## config.mk

```make
export PLATFORM = sky130hd
export DESIGN_NAME = ecpi_out
export DESIGN_NICKNAME = d
export VERILOG_FILES = /design/src/hw/rtl/ecpi_pkg.sv /design/src/hw/rtl/ecpi_out.sv
export SDC_FILE = /design/constraint.sdc
export NUM_CORES = 1
export LEC_CHECK = 0
export ABC_AREA = 1
export BUFFER_PORTS_ARGS = -buffer_cell sky130_fd_sc_hd__buf_2
export CORE_AREA = 3 3 49 74
export DETAILED_ROUTE_END_ITERATION = 12
export DIE_AREA = 0 0 52 77
export GPL_ROUTABILITY_DRIVEN = 0
export PLACE_DENSITY = 0.72
export SYNTH_ARGS = -nofsm -noshare
export SYNTH_HDL_FRONTEND = slang
export SYNTH_SLANG_ARGS = --single-unit
```

## constraint.sdc

```tcl
create_clock -name clk -period 1.21 [get_ports clk]
set_input_delay 0.121 -clock clk [delete_from_list [all_inputs] [get_ports clk]]
set_output_delay 0.121 -clock clk [all_outputs]
set_load 0.05 [all_outputs]
```

## src/hw/rtl/ecpi_pkg.sv

```systemverilog
`timescale 1ns / 1ps

package ecpi_pkg;

  // Largest number of distinct colours the palette can hold.
  localparam int MaxColors = 255;
  // Width of a palette index and of the colour count.
  localparam int IdxW      = $clog2(MaxColors + 1);
  localparam int ChanW     = 8;
  localparam int ColorW    = 3 * ChanW;
  localparam int DepthW    = 4;

  // One pixel travelling down the cell chain.
  typedef struct packed {
    logic              valid;
    logic [ColorW-1:0] color;
    logic              resolved;  // matched or claimed a slot somewhere upstream
    logic [IdxW-1:0]   idx;
    logic [IdxW-1:0]   cnt;       // colours stored once this pixel has been placed
  } pkt_t;

  // Smallest d >= 1 with 2^d >= count + 1, limited to IdxW bits.
  function automatic logic [DepthW-1:0] depth_for(logic [IdxW-1:0] count);
    logic [IdxW:0]     need;
    logic [DepthW-1:0] d;
    need = {1'b0, count} + (IdxW + 1)'(1);
    d    = DepthW'(1);
    for (int k = 1; k < IdxW; k++) begin
      if (((IdxW + 1)'(1) << k) < need) begin
        d = DepthW'(k + 1);
      end
    end
    return d;
  endfunction

endpackage

```

## src/hw/rtl/ecpi_out.sv

```systemverilog
`timescale 1ns / 1ps

// Result register with the sticky overflow flag and depth calculation.
module ecpi_out (
  input  logic                          clk,
  input  logic                          rst_n,
  input  ecpi_pkg::pkt_t                pkt_in,
  input  logic                          out_ready,
  output logic                          adv,
  output logic                          out_valid,
  output logic [ecpi_pkg::IdxW-1:0]     out_color_index,
  output logic                          out_overflow,
  output logic [ecpi_pkg::IdxW-1:0]     out_color_count,
  output logic [ecpi_pkg::DepthW-1:0]   out_depth_bits
);

  logic                          valid_r;
  logic                          sticky_r;
  logic                          sticky_nxt;
  logic                          flag;
  logic [ecpi_pkg::IdxW-1:0]     index_r;
  logic                          ovf_r;
  logic [ecpi_pkg::IdxW-1:0]     count_r;
  logic [ecpi_pkg::DepthW-1:0]   depth_r;

  assign adv = !valid_r || out_ready;

  // A pixel that leaves the chain unplaced found the palette full.
  assign flag       = sticky_r || (pkt_in.valid && !pkt_in.resolved);
  assign sticky_nxt = (adv && pkt_in.valid) ? flag : sticky_r;

  always_ff @(posedge clk) begin
    if (!rst_n) begin
      valid_r  <= 1'b0;
      sticky_r <= 1'b0;
    end else begin
      sticky_r <= sticky_nxt;
      if (adv) begin
        valid_r <= pkt_in.valid;
      end
    end
  end

  always_ff @(posedge clk) begin
    if (adv) begin
      index_r <= flag ? '0 : pkt_in.idx;
      ovf_r   <= flag;
      count_r <= pkt_in.cnt;
      depth_r <= ecpi_pkg::depth_for(pkt_in.cnt);
    end
  end

  assign out_valid       = valid_r;
  assign out_color_index = index_r;
  assign out_overflow    = ovf_r;
  assign out_color_count = count_r;
  assign out_depth_bits  = depth_r;

endmodule

```

==> impl_metrics.csv <==
group,metric,value,unit
clock_tree,cts.htree.levels,1,
power,p_leak,0.804,nW
clock_tree,clkLatencyLatePin,0.25,ns
floorplan,die-width,52,microns
flow_run,cap_viol_max_count,0,
synthesis,syn_inst,130,
sta,rsz0062_at_grt,"yes",
placed_design,place_worst_setup_slack,-0.334,ns
sta,slew_headroom,82.7,%
route,via_count,1004,
route,dr.pass1.iters,4,
sta,tightestPinTransition,0.262,ns
route,routed_wl,2270,microns
critical_path,critical_path_required,1.32,ns
finish,final_layout_size_suffix_gt1_share,47.0,%
clock_tree,clockRootBuffer,"sky130_fd_sc_hd__clkbuf_8",
synthesis,synth-xor-area-share,0,%
finish,design.final.nets,232,
critical_path,startpoint_type,"input pin",
status,status,"finished, final reports clean",
placed_design,dp_hpwl,1840,microns
sta,post-route-worst-setup-slack,0.0733,ns
global_routing,grt_antenna_before_repair,0,
power,power-per-cell-area,1190,nW/um^2
route,routed_via_density,4.46,
critical_path,maximum_fanout_count_along_the_critical_path,4,
clock_tree,tritoncts,"yes",
finish,areaGrowthSynthToFinish,41.5,%
global_routing,first_global_vias,1011,
synthesis,synth_compound_area_share,6.30,%
sta,timing.final.crit_share,93.9,%
synthesis,synth.yosys.seq_area_share,58.2,%
synthesis,synthesis.area_per_instance,8.86,sq um
critical_path,crit_type,"input pin to flip-flop",
floorplan,ioPinCount,68,
synthesis,synth_nets,176,
synthesis,synthDistinctLibCells,23,
placed_design,post-place-cells,221,
finish,non_filler_instance_count_after_layout,225,
route,detail_route.iter0.violations,11,
power,peakVddDrop,0.439,mV
sta,timing_hold_violations_final,0,
global_routing,globalRouteTotalUtil,12.7,%
synthesis,synthMuxAreaShare,0,%
route,drcViolationCount,0,
clock_tree,max-clock-path-buffers,2,
placed_design,portBuffers,43,
synthesis,synth_area_in_simple_gates,25.6,%
clock_tree,cts.hold.buffers_added,0,
finish,n_antenna_cell,0,
hold_path,min-delay-path-class,"input pin to flip-flop",
floorplan,core-area,3100,sq um
floorplan,die_h,77,microns
sta,timing.fmax,880,MHz
sta,finalSetupViolCount,0,
route,detailed_route_wire_length_per_cell,10.1,microns
critical_path,reg2reg_depth,2,
clock_tree,cts.sink_count,23,
critical_path,end_kind,"flip-flop",
floorplan,design.die.area,4000,sq um
sta,skew,0.00296,ns
clock_tree,cts.reportedPaths.clkPinSlew,0.07,ns
clock_tree,cts_post_setup_buffers_inserted,0,
critical_path,worst-endpoint-arrival,1.24,ns
global_routing,grt_remaining_overflow,0,
floorplan,core.rowCount,25,
synthesis,synth-adder-area-share,1.09,%
sta,final_slew_viol_count,0,
placed_design,placed_area,1510,sq um
sta,final.hold.worst_slack,0.0746,ns
clock_tree,cts_made_buffers,3,
synthesis,synth.ff_latch_count,23,
route,route.antenna.remaining_nets,0,
hold_path,hold_path_depth,1,
sta,fin_tns_setup,0,ns
global_routing,grt_start_max_net_pins,25,
sta,final_period_minus_worst_setup_slack,1.14,ns
synthesis,main_combinational_cell_family_by_area_after_synthesis,"simple AND/OR/NAND/NOR gates",
floorplan,initial_utilization,37.2,%
synthesis,yosysWarningCount,0,
synthesis,syn-cell-area,1150,sq um
global_routing,grt_pass1_wl,3940,microns
finish,finalInstanceArea,1630,sq um
[worst max-delay path, cell delays in order]
cell and delay, ns:
sky130_fd_sc_hd__buf_6 0.11, sky130_fd_sc_hd__ha_4 0.16, sky130_fd_sc_hd__nand2_4 0.08, sky130_fd_sc_hd__nor2_4 0.04, sky130_fd_sc_hd__nand2_1 0.07, sky130_fd_sc_hd__nand2_1 0.07, sky130_fd_sc_hd__nand2_2 0.09, sky130_fd_sc_hd__nand2_2 0.08
sky130_fd_sc_hd__nor3_1 0.21, sky130_fd_sc_hd__nor2_2 0.09, sky130_fd_sc_hd__a21oi_1 0.12
[per-layer routing]
metal	vias up	global-route usage, %	wire length, microns
li1	521	-	-
met1	438	12.6	856
met2	41	23.4	1170
met3	4	3.30	220
met4	0	5.25	25
met5	-	0	0
[kinds of logic after synthesis]
kind of cell / count (synthesis)
buffers and inverters: 27
AO/OA/AOI/OAI: 12
adder cells (fa/ha/maj): 1
flip-flops: 23
AND/OR/NAND/NOR: 67
[cells in the final DEF, fill, tap and decap left out, types with 4 or more instances in the layout]
| master | netlist | routed |
|---|---|---|
| sky130_fd_sc_hd__inv_1 | 23 | 22 |
| sky130_fd_sc_hd__nor2_1 | 22 | 15 |
| sky130_fd_sc_hd__buf_2 | 0 | 39 |
| sky130_fd_sc_hd__nand3_1 | 8 | 6 |
| sky130_fd_sc_hd__nand2_2 | 4 | 9 |
| sky130_fd_sc_hd__inv_2 | 3 | 4 |
| sky130_fd_sc_hd__nor2_2 | 1 | 7 |
| sky130_fd_sc_hd__nand2_1 | 27 | 20 |
| sky130_fd_sc_hd__edfxtp_1 | 21 | 21 |
| sky130_fd_sc_hd__buf_4 | 0 | 10 |
[Yosys cell counts, drive strengths merged]
master  count  area [sq um]
nand3b      1          7.51
inv        26          97.6
nand4       1          6.26
o21ai       6          33.8
nor3        1          5.00
a21boi      1          7.51
clkinv      1          3.75
o21bai      1          7.51
nor2       24           100
nand3       9          50.1
dfxtp       2          40.0
ha          1          12.5
a21oi       4          23.8
nand2      31           126
edfxtp     21           631
[repair_timing]
item | 4_1_cts | 5_1_grt
pin swaps | 1 | 7
hold endpoints to repair | 0 | 0
resized for setup | 6 | 19
endpoints found under the setup margin | 4 | 4
[where the power goes]
part,switching (mW),total (mW),leakage (nW),internal (mW)
sequential,0.0152,0.957,0.240,0.941
clock,0.210,0.444,0.0228,0.234
combinational,0.396,0.542,0.541,0.146
total,0.622,1.94,0.804,1.32
[per-stage QoR]
stage | total power, mW | utilization [%]
4_1_cts | 1.95 | 50.9
3_3_place_gp | 1.49 | 48.7
6_report | 1.94 | 52.6
5_1_grt | 2.05 | 52.6
2_1_floorplan | 1.34 | -
3_5_place_dp | 1.49 | 48.7
[flip-flops by register name (all words and copies together) (netlist names)]
register	cells
out_color_index	8
out_depth_bits	4
out_color_count	8
out_overflow	1
out_valid	1
sticky_r	1
[final timing paths]
kind	slack (ns)	start	end
worst max-delay path	0.07	pkt_in[1]	out_depth_bits[1]
worst min-delay path	0.07	pkt_in[1]	out_color_count[1]
worst max register to register	0.24	sticky_r	out_overflow
worst min register to register	0.50	sticky_r	sticky_r
[cell type report]
type,count,area [sq um]
Tap cell,40,50.0
Timing Repair Buffer,51,293
Multi-Input combinational cell,80,469
Clock buffer,4,45.0
Fill cell,320,1470
Sequential cell,23,672
Inverter,27,101
Power figures use the tool's default switching activity.
